### config.mk
export PLATFORM = sky130hd
export DESIGN_NAME = chunked_body_decoder_core
export DESIGN_NICKNAME = d
export VERILOG_FILES = /design/src/cbd_pkg.sv /design/src/cbd_step.sv /design/src/chunked_body_decoder_core.sv
export SDC_FILE = /design/constraint.sdc
export NUM_CORES = 1
export LEC_CHECK = 0
export ABC_AREA = 1
export BUFFER_PORTS_ARGS = -buffer_cell sky130_fd_sc_hd__buf_4
export CAP_MARGIN = 40
export CORE_MARGIN = 1.5
export CORE_UTILIZATION = 63
export CTS_CLUSTER_DIAMETER = 120
export CTS_CLUSTER_SIZE = 25
export DETAILED_ROUTE_END_ITERATION = 10
export PLACE_DENSITY = 0.8
export SYNTH_ARGS = -nofsm -noshare
export SYNTH_HDL_FRONTEND = slang
export SYNTH_HIERARCHICAL = 1
export SYNTH_SLANG_ARGS = --single-unit
### constraint.sdc
create_clock -name clk -period 3.8 [get_ports clk]
set_input_delay 0.76 -clock clk [delete_from_list [all_inputs] [get_ports clk]]
set_output_delay 0.76 -clock clk [all_outputs]
set_load 0.1 [all_outputs]
### src/cbd_pkg.sv
// Shared types, constants and helpers for the chunked body decoder.
`default_nettype none

package cbd_pkg;

  // Width of the chunk-size and bytes-left registers.
  localparam int SIZE_BITS = 32;
  // Width of the running decoded-length counter.
  localparam int LEN_BITS  = 32;

  // Decoder phases.
  localparam logic [2:0] PH_SIZE  = 3'd0;
  localparam logic [2:0] PH_DATA  = 3'd1;
  localparam logic [2:0] PH_TRAIL = 3'd2;
  localparam logic [2:0] PH_DONE  = 3'd3;
  localparam logic [2:0] PH_ERR   = 3'd4;

  // Result status codes.
  localparam logic [1:0] ST_BUSY = 2'd0;
  localparam logic [1:0] ST_DONE = 2'd1;
  localparam logic [1:0] ST_ERR  = 2'd2;

  localparam logic [7:0] BYTE_CR = 8'h0D;
  localparam logic [7:0] BYTE_LF = 8'h0A;

  typedef struct packed {
    logic [2:0]           phase;
    logic [SIZE_BITS-1:0] chunk_size;
    logic [SIZE_BITS-1:0] bytes_left;
    logic                 hex_stopped;
    logic                 saw_cr;
    logic                 trailer_skipped;
    logic [LEN_BITS-1:0]  total_out;
  } cbd_state_t;

  typedef struct packed {
    logic [7:0]          data;
    logic                valid;
    logic [1:0]          status;
    logic [LEN_BITS-1:0] length;
  } cbd_result_t;

  localparam cbd_state_t CBD_STATE_RESET = '{phase: PH_SIZE, default: '0};

  // Bit 4 set means "not a hex digit"; otherwise bits 3:0 hold the value.
  function automatic logic [4:0] hex_value(input logic [7:0] b);
    logic [4:0] v;
    v = 5'h10;
    if (b >= "0" && b <= "9") begin
      v = {1'b0, 4'(b - "0")};
    end else if (b >= "a" && b <= "f") begin
      v = {1'b0, 4'(b - "a" + 8'd10)};
    end else if (b >= "A" && b <= "F") begin
      v = {1'b0, 4'(b - "A" + 8'd10)};
    end
    return v;
  endfunction

endpackage

`default_nettype wire

### src/cbd_step.sv
// Next-state and result logic for one body byte.
`default_nettype none

module cbd_step (
  input  wire cbd_pkg::cbd_state_t  cur,
  input  wire logic [7:0]           in_byte,
  input  wire logic                 is_last,
  output cbd_pkg::cbd_state_t       nxt,
  output cbd_pkg::cbd_result_t      res
);
  import cbd_pkg::*;

  cbd_state_t           upd;
  logic [4:0]           hv;
  logic [SIZE_BITS-1:0] bl_dec;
  logic                 boundary;
  logic                 err_hit;

  assign hv     = hex_value(in_byte);
  assign bl_dec = cur.bytes_left - 1'b1;

  always_comb begin
    upd      = cur;
    boundary = 1'b0;
    err_hit  = 1'b0;
    res.data  = '0;
    res.valid = 1'b0;
    unique case (cur.phase)
      PH_SIZE: begin
        if (cur.saw_cr && in_byte == BYTE_LF) begin
          if (cur.chunk_size == '0) begin
            upd.phase = PH_DONE;
          end else begin
            upd.bytes_left = cur.chunk_size;
            upd.phase      = PH_DATA;
          end
          upd.saw_cr = 1'b0;
        end else begin
          if (!cur.hex_stopped) begin
            if (!hv[4]) begin
              // top nibble occupied: another digit would overflow
              if (|cur.chunk_size[SIZE_BITS-1 -: 4]) begin
                upd.phase = PH_ERR;
                err_hit   = 1'b1;
              end else begin
                upd.chunk_size = {cur.chunk_size[SIZE_BITS-5:0], hv[3:0]};
              end
            end else begin
              upd.hex_stopped = 1'b1;
            end
          end
          if (!err_hit) begin
            upd.saw_cr = (in_byte == BYTE_CR);
          end
        end
      end
      PH_DATA: begin
        res.data  = in_byte;
        res.valid = 1'b1;
        if (~&cur.total_out) begin
          upd.total_out = cur.total_out + 1'b1;
        end
        upd.bytes_left = bl_dec;
        if (bl_dec == '0) begin
          upd.phase           = PH_TRAIL;
          upd.trailer_skipped = 1'b0;
        end
      end
      PH_TRAIL: begin
        if (!cur.trailer_skipped) begin
          upd.trailer_skipped = 1'b1;
        end else begin
          upd.phase           = PH_SIZE;
          upd.chunk_size      = '0;
          upd.hex_stopped     = 1'b0;
          upd.saw_cr          = 1'b0;
          upd.trailer_skipped = 1'b0;
          boundary            = 1'b1;
        end
      end
      PH_DONE: begin
      end
      default: begin
        upd.phase = PH_ERR;
      end
    endcase

    if (upd.phase == PH_DONE || (is_last && boundary)) begin
      res.status = ST_DONE;
    end else if (upd.phase == PH_ERR || is_last) begin
      res.status = ST_ERR;
    end else begin
      res.status = ST_BUSY;
    end
    res.length = upd.total_out;

    nxt = is_last ? CBD_STATE_RESET : upd;
  end

endmodule

`default_nettype wire

### src/chunked_body_decoder_core.sv
// Top level of the chunked transfer-coding body decoder.
// Usage:
//  - in_*  : one raw body byte per beat in in_tdata, in_tlast on the final
//            byte of a body. After that beat the decoder starts afresh.
//  - out_* : exactly one result beat per input beat, in order. tdata holds
//            the payload byte and the running decoded length; tuser holds
//            the payload-valid flag and the status (busy, done, error).
//  - Path: an accepted byte waits in the input register, then moves to the
//    result register. Throughput: one byte per cycle while out_tready is
//    high; the decode is a single short pass of logic between the two
//    registers, with the parse state updated as the byte moves across.
//  - Stalls: when the receiver holds out_tready low the result register
//    keeps its beat and the input register can still take one more byte;
//    in_tready drops only when both are full.
//  - Reset (rst_n low, synchronous): both stages empty, parse state back
//    to the start of a size line with all counts cleared.
//  - Chunk sizes wider than SIZE_BITS bits are reported as errors; the
//    decoded length saturates at all ones.
`default_nettype none

module chunked_body_decoder_core (
  input  wire logic        clk,
  input  wire logic        rst_n,
  input  wire logic        in_tvalid,
  output logic             in_tready,
  input  wire logic [7:0]  in_tdata,   // [7:0] in_byte
  input  wire logic        in_tlast,   // is_last
  output logic             out_tvalid,
  input  wire logic        out_tready,
  output logic [39:0]      out_tdata,  // [7:0] out_byte, [39:8] decoded_length
  output logic [2:0]       out_tuser   // [0] out_valid, [2:1] status
);
  import cbd_pkg::*;

  // input register stage
  logic        s1_vld_r, s1_vld_nxt;
  logic [7:0]  s1_byte_r;
  logic        s1_last_r;

  // parse state, advanced as a byte moves from s1 to the result stage
  cbd_state_t  state_r, state_nxt;
  cbd_state_t  step_state;
  cbd_result_t step_res;

  // result register
  logic        out_vld_r, out_vld_nxt;
  cbd_result_t out_res_r;

  logic s2_load;
  logic s1_load;

  assign s2_load   = s1_vld_r && (!out_vld_r || out_tready);
  assign in_tready = !s1_vld_r || s2_load;
  assign s1_load   = in_tvalid && in_tready;

  cbd_step u_step (
    .cur     (state_r),
    .in_byte (s1_byte_r),
    .is_last (s1_last_r),
    .nxt     (step_state),
    .res     (step_res)
  );

  always_comb begin
    s1_vld_nxt = s1_load || (s1_vld_r && !s2_load);
    out_vld_nxt = s2_load || (out_vld_r && !out_tready);
    state_nxt   = s2_load ? step_state : state_r;
  end

  // control state
  always_ff @(posedge clk) begin
    if (!rst_n) begin
      s1_vld_r  <= 1'b0;
      out_vld_r <= 1'b0;
      state_r   <= CBD_STATE_RESET;
    end else begin
      s1_vld_r  <= s1_vld_nxt;
      out_vld_r <= out_vld_nxt;
      state_r   <= state_nxt;
    end
  end

  // payload, no reset
  always_ff @(posedge clk) begin
    if (s1_load) begin
      s1_byte_r <= in_tdata;
      s1_last_r <= in_tlast;
    end
    if (s2_load) begin
      out_res_r <= step_res;
    end
  end

  assign out_tvalid = out_vld_r;
  assign out_tdata  = {out_res_r.length, out_res_r.data};
  assign out_tuser  = {out_res_r.status, out_res_r.valid};

endmodule

`default_nettype wire

---- Word-level counts from Yosys, hierarchy flattened ----
Index checks and enable logic that the tools add are counted.
storage, ports and cells
  word-level logic and storage cells ...... 115
  bits of input ports ..................... 13
  output and inout bits ................... 45
  register bits after elaboration ......... 156
cells by class
  multiplexer cells ....................... 39
  reduce and logical (&&, ||, !) cells .... 32
  $add $sub $neg .......................... 7
  equality and inequality tests ........... 16
  $lt $le $gt $ge ......................... 6
operators with widths
  kind                     number
  $mux W32                 6
  $pmux W32 S2             2
  $mux W35                 3
  $mux W102                1
  $logic_not A32 Y1        2
  $add A32 B1 Y32 const B  1
  $reduce_and A32 Y1       1
  $sub A32 B1 Y32 const B  1
  $ne A3 B3 Y1 const B     6
  $eq A8 B4 Y1 const B     2
  $ge A8 B7 Y1 const B     2
  $le A8 B7 Y1 const B     2
  $mux W1                  15
  $mux W5                  3
  $pmux W3 S4              1
  $reduce_and A4 Y1        3
  $sub A4 B1 Y4 const B    3
  $eq A3 B2 Y1 const B     3
  $logic_and A1 B1 Y1      9
  $mux W3                  3
  $reduce_bool A3 Y1       3
  $add A4 B4 Y4 const B    2
  $ge A8 B6 Y1 const B     1
  $le A8 B6 Y1 const B     1
  other kinds (13)         24

---- Logic depth before layout (Yosys ltp) ----
  word-level depth ........................ 13
  gate-level depth with buffers ........... 19
  depth with buffers taken out ............ 19

---- Cells and area by module ----
Netlist, hierarchy kept.
by module, submodules not included
  module                     seq. area each (µm²)  cells an instance  instances  area each (µm²)
  chunked_body_decoder_core  3,643.5               733                1          6,209.7
  cbd_step                   0.0                   956                1          4,503.1

---- Least setup slack after synthesis ----
OpenSTA, ideal clock, no wires.
  path type ............................... flip-flop to flip-flop
  start point ............................. reg out_vld_r (netlist: out_tvalid)
  end point ............................... reg out_res_r, in the netlist out_tdata[0] (enable)
  path slack .............................. 0.386 ns
  data required time ...................... 3.343 ns
  cell stages (with the launch flop) ...... 2
  buffers on the path ..................... 0
  period minus slack after synthesis ...... 3.414 ns
  arrival ................................. 2.957 ns
  path through ............................ dfxtp_1 a21oi_1
on the way
  longest elaborated chain between the ends .. 3
ends and longest elaborated chain
  item                      line                             RTL
  start: declaration        chunked_body_decoder_core.sv:46  logic out_vld_r, out_vld_nxt;
  start signal: assignment  chunked_body_decoder_core.sv:78  out_vld_r <= out_vld_nxt;
  $logic_not A1 Y1          chunked_body_decoder_core.sv:52  assign s2_load = s1_vld_r && (!out_vld_r || out_tready);
  $logic_or A1 B1 Y1        chunked_body_decoder_core.sv:52
  $logic_and A1 B1 Y1       chunked_body_decoder_core.sv:52
  named net s2_load         chunked_body_decoder_core.sv:49  logic s2_load;
  end signal: assignment    chunked_body_decoder_core.sv:90  out_res_r <= step_res;
  end: declaration          chunked_body_decoder_core.sv:47  cbd_result_t out_res_r;
The timed path passes the listed nets, and every way through them passes these cells.
A chain may end at the register's enable or synchronous reset.

---- Worst setup path after layout ----
  start point ............................. reg s1_byte_r[1]
  end point ............................... reg state_r[87] (netlist name)
on the way
  longest elaborated chain between the ends .. 7
  elaborated cells between the ends (all ways) .. 17
ends and longest elaborated chain
  item                                          line                             RTL
  start: declaration                            chunked_body_decoder_core.sv:37  logic [7:0] s1_byte_r;
  start signal: assignment                      chunked_body_decoder_core.sv:86  s1_byte_r <= in_tdata;
  $ge A8 B7 Y1 or $le A8 B7 Y1 (tied branches)  cbd_pkg.sv:53                    end else if (b >= "A" && b <= "F") begin
  $logic_and A1 B1 Y1                           cbd_pkg.sv:53
  $mux W5                                       cbd_pkg.sv:53
  $mux W5                                       cbd_pkg.sv:51                    end else if (b >= "a" && b <= "f") begin
  $mux W5                                       cbd_pkg.sv:49                    if (b >= "0" && b <= "9") begin
  $ne A3 B3 Y1 (no line)                        --
  $reduce_and A7 Y1 (no line) *                 --
  end signal: assignment                        chunked_body_decoder_core.sv:79  state_r <= state_nxt;
  end: declaration                              chunked_body_decoder_core.sv:41  cbd_state_t state_r, state_nxt;
Every way passes the cells marked *; elsewhere a longest branch is shown, timed or not.

==> run metrics <==
status complete, no violations; Sequential Area 3647 um^2; Pre-antenna DRT Iters 5; post-route antenna net violation count 0; top cell type's share of synthesized area about 20%; cts hold-fix bufs 0; CP Max Fanout 17; clock slew at reported path FFs roughly 0.07 ns; r2r startpoint s1_byte_r[1]; Worst setup startpoint s1_byte_r[1]; vias per inst 5.647; clock power share roughly a third; GRT Util Overall 33.04%; RSZ-0062 raised after global routing no; Worst-Skew Late Latency 0.44 ns; Synth Net Count approximately 1,700; share of layout cells above drive strength 1 under 10%; grt ovf 0; min Tclk post-route 3.109 ns; skew final about 0.01 ns; fillers 1,485; Setup violations, final 0; Data required, critical path ~4.2 ns; area grow syn2layout 9.355%; maximum clock rate ~0.32 GHz; Async S/R FF share, synth 0%; Antenna diodes 0; hold path start state_r[33]; I/O pin cnt 58; initial antenna violation count 0; HPWL Detailed between 20,000 and 25,000 um; die area 17,800 um^2; worst slew pin tran around 0.84 ns; switch share between 30 and 40%; kind of critical path reg2reg; part of the power in combinational logic around a quarter; # Max-Cap Violations 0; # DRC 0; number of synthesized flops with an enable pin 52; Max VDD drop 0.3645 mV; Avg Cell Area, Syn about 6.3 um^2; via count roughly 11,000; total wire length about 30,000 um; Synthesis Warnings 6; LEAKAGE 4.920 nW; routability congestion estimate from global placement between 0.9 and 1; number of global-route vias before repair around 9,600; number of buffers added for setup after CTS 0; core footprint ~17,000 um^2; placement row count 47; area of the multi-input gates between 5000 and 6000 um^2; Hold/Removal Path Class reg2reg; cells after synthesis around 1,700; Area contributors post-synth dfxtp_1, edfxtp_1, nand2_1, nor2_1, nand3_1; H-Tree Depth 4; Syn Std Cell Area 10,710 um^2; Num CTS Buffers 17; clock sink count between 150 and 200; WL/cell between 15 and 20 um; die height 133.4 um; PortBufs 57; TritonCTS clock tree built; Post-layout nets 1,708; Reg power frac 40.5%; CTS resizes 0; final hold violation count 0; Final Max Slew Viols 0; global-route wire length before repair approximately 47,000 um; Yosys cell types 42; P_sw around 1.8 mW; largest net degree at the start of global routing approximately 100; Total Neg Setup Slack 0 ns; internal power ~3.1 mW; maximum root-to-sink buffer count 2; dpl cells between 1,500 and 2,000; CP arrival between 3 and 4 ns; Synth area leader dfxtp_1; Rel. slew slack around 44%; main flop type after synthesis dfxtp_1; Initial Utilization 64.60%; CP endpoint kind flop; CP startpoint kind flop; Die Width 133.4 um; initial DRC count 934; root buffer cell clkbuf_16; post-route insts no fill roughly 1,900; total power density per cell area about 420 nW/um^2; synthesis-stage register bit count about 160; sequential cell area fraction in the yosys report 34.01%; period utilization about four fifths
through the flow:
step                total power, mW  utilization, %  hold WS [ns]  setup slack [ns]  area (um^2)
floorplan                     2.921               -        0.4516            0.3858        10710
global placement              3.151           66.57        0.4615            0.9967        11040
detailed placement            3.184           67.14        0.4777            0.8453        11130
CTS                           4.874           70.64        0.4842            0.7729        11720
global route                  5.088           70.64        0.4792            0.3454        11720
finish                        4.874           70.64        0.4911            0.6906        11720
power groups by stage:
stage	Sequential (mW)	Clock, mW	Combinational (mW)
floorplan	2.14	0	0.777
detailed placement	2.01	0	1.18
finish	1.97	1.70	1.20
global route	1.99	1.77	1.32
global placement	2.00	0	1.15
CTS	1.97	1.72	1.18
layout by cell type (no fill, tap or decap), types with 7 or more instances in the layout:
master     synthesis  layout
a31oi_1           20      20
nor3_1            18      18
o21ai_0           57      57
dfxtp_1          104     103
nor2_2            10      10
nand4_1           18      18
buf_4             12      70
a221oi_1          12      12
xnor2_1           15      15
nand3_1          203     203
a21oi_1          139     138
nor4_1            11      11
xor2_1            25      25
edfxtp_1          52      52
nand2_1          341     341
o211ai_1           8       8
ha_1               7       7
inv_1            233     233
inv_2              7       7
nor2_1           281     281
clkbuf_16          0      17
synthesized netlist by cell type (2+ instances only):
cell type	n
nand2_1	341
nor2_2	10
or2_2	2
o211ai_1	8
ha_1	7
nand3_1	203
nand2_2	5
o21ai_1	5
buf_1	5
buf_2	35
clkbuf_1	33
nor4_1	11
dfxtp_1	104
nor2_1	281
nand3b_1	5
xor2_1	25
buf_4	12
a221oi_1	12
nand4_1	18
buf_6	9
nor3_1	18
inv_1	233
a21oi_1	139
nor2_4	3
edfxtp_1	52
inv_2	7
xnor2_1	15
o31ai_1	2
a31oi_1	20
o21ai_0	57
worst paths after layout:
kind | to | slack (ns) | cells after the start
setup / recovery | state_r[87] | 0.69 | 15
hold reg to reg | state_r[33] | 0.49 | 2
hold / removal | state_r[33] | 0.49 | 2
setup reg to reg | state_r[87] | 0.69 | 15
worst max-delay path, stage by stage, from the launching register on:
cell      delay, ns
edfxtp_1       0.45
inv_1          0.17
ha_1           0.22
nor2_1         0.07
o21ai_0        0.19
nand4_1        0.35
nand2_1        0.20
nand3_1        0.18
nor2_1         0.36
buf_4          0.30
a221oi_1       0.12
nor2_1         0.15
inv_1          0.06
nand3_1        0.07
nand2_1        0.06
nor2_1         0.09
per-layer routing:
layer,global-route usage [%],wire length (um)
met5,0,0
met1,41.37,12400
met4,13.35,932
met3,4.985,1735
met2,57.17,14450
area by class of cell:
| type | instances | share of cell area [%] |
|---|---|---|
| multi-input combinational | 1199 | 48.57 |
| sequential | 156 | 31.13 |
| inverter | 240 | 7.690 |
| timing repair buffer | 74 | 5.297 |
| clock buffer | 17 | 3.631 |
| tap | 220 | 2.350 |
| clock inverter | 15 | 1.324 |
logic make-up after synthesis:
kind of cell / after synthesis / share of synthesized area [%]
AOI/OAI and AO/OA: 251 / 12.84
xor gates and xnor gates: 40 / 3.270
adders and majority gates: 7 / 0.8175
buffers and inverters: 334 / 13.16
DFF: 156 / 34.01
and+or+nand+nor: 901 / 35.90
sequential cells by signal (all words and copies together), names as in the netlist:
register	count
s1_byte_r	8
out_tuser	3
s1_last_r	1
state_r	102
s1_vld_r	1
out_tvalid	1
out_tdata	40
Power figures use the tool's default switching activity.
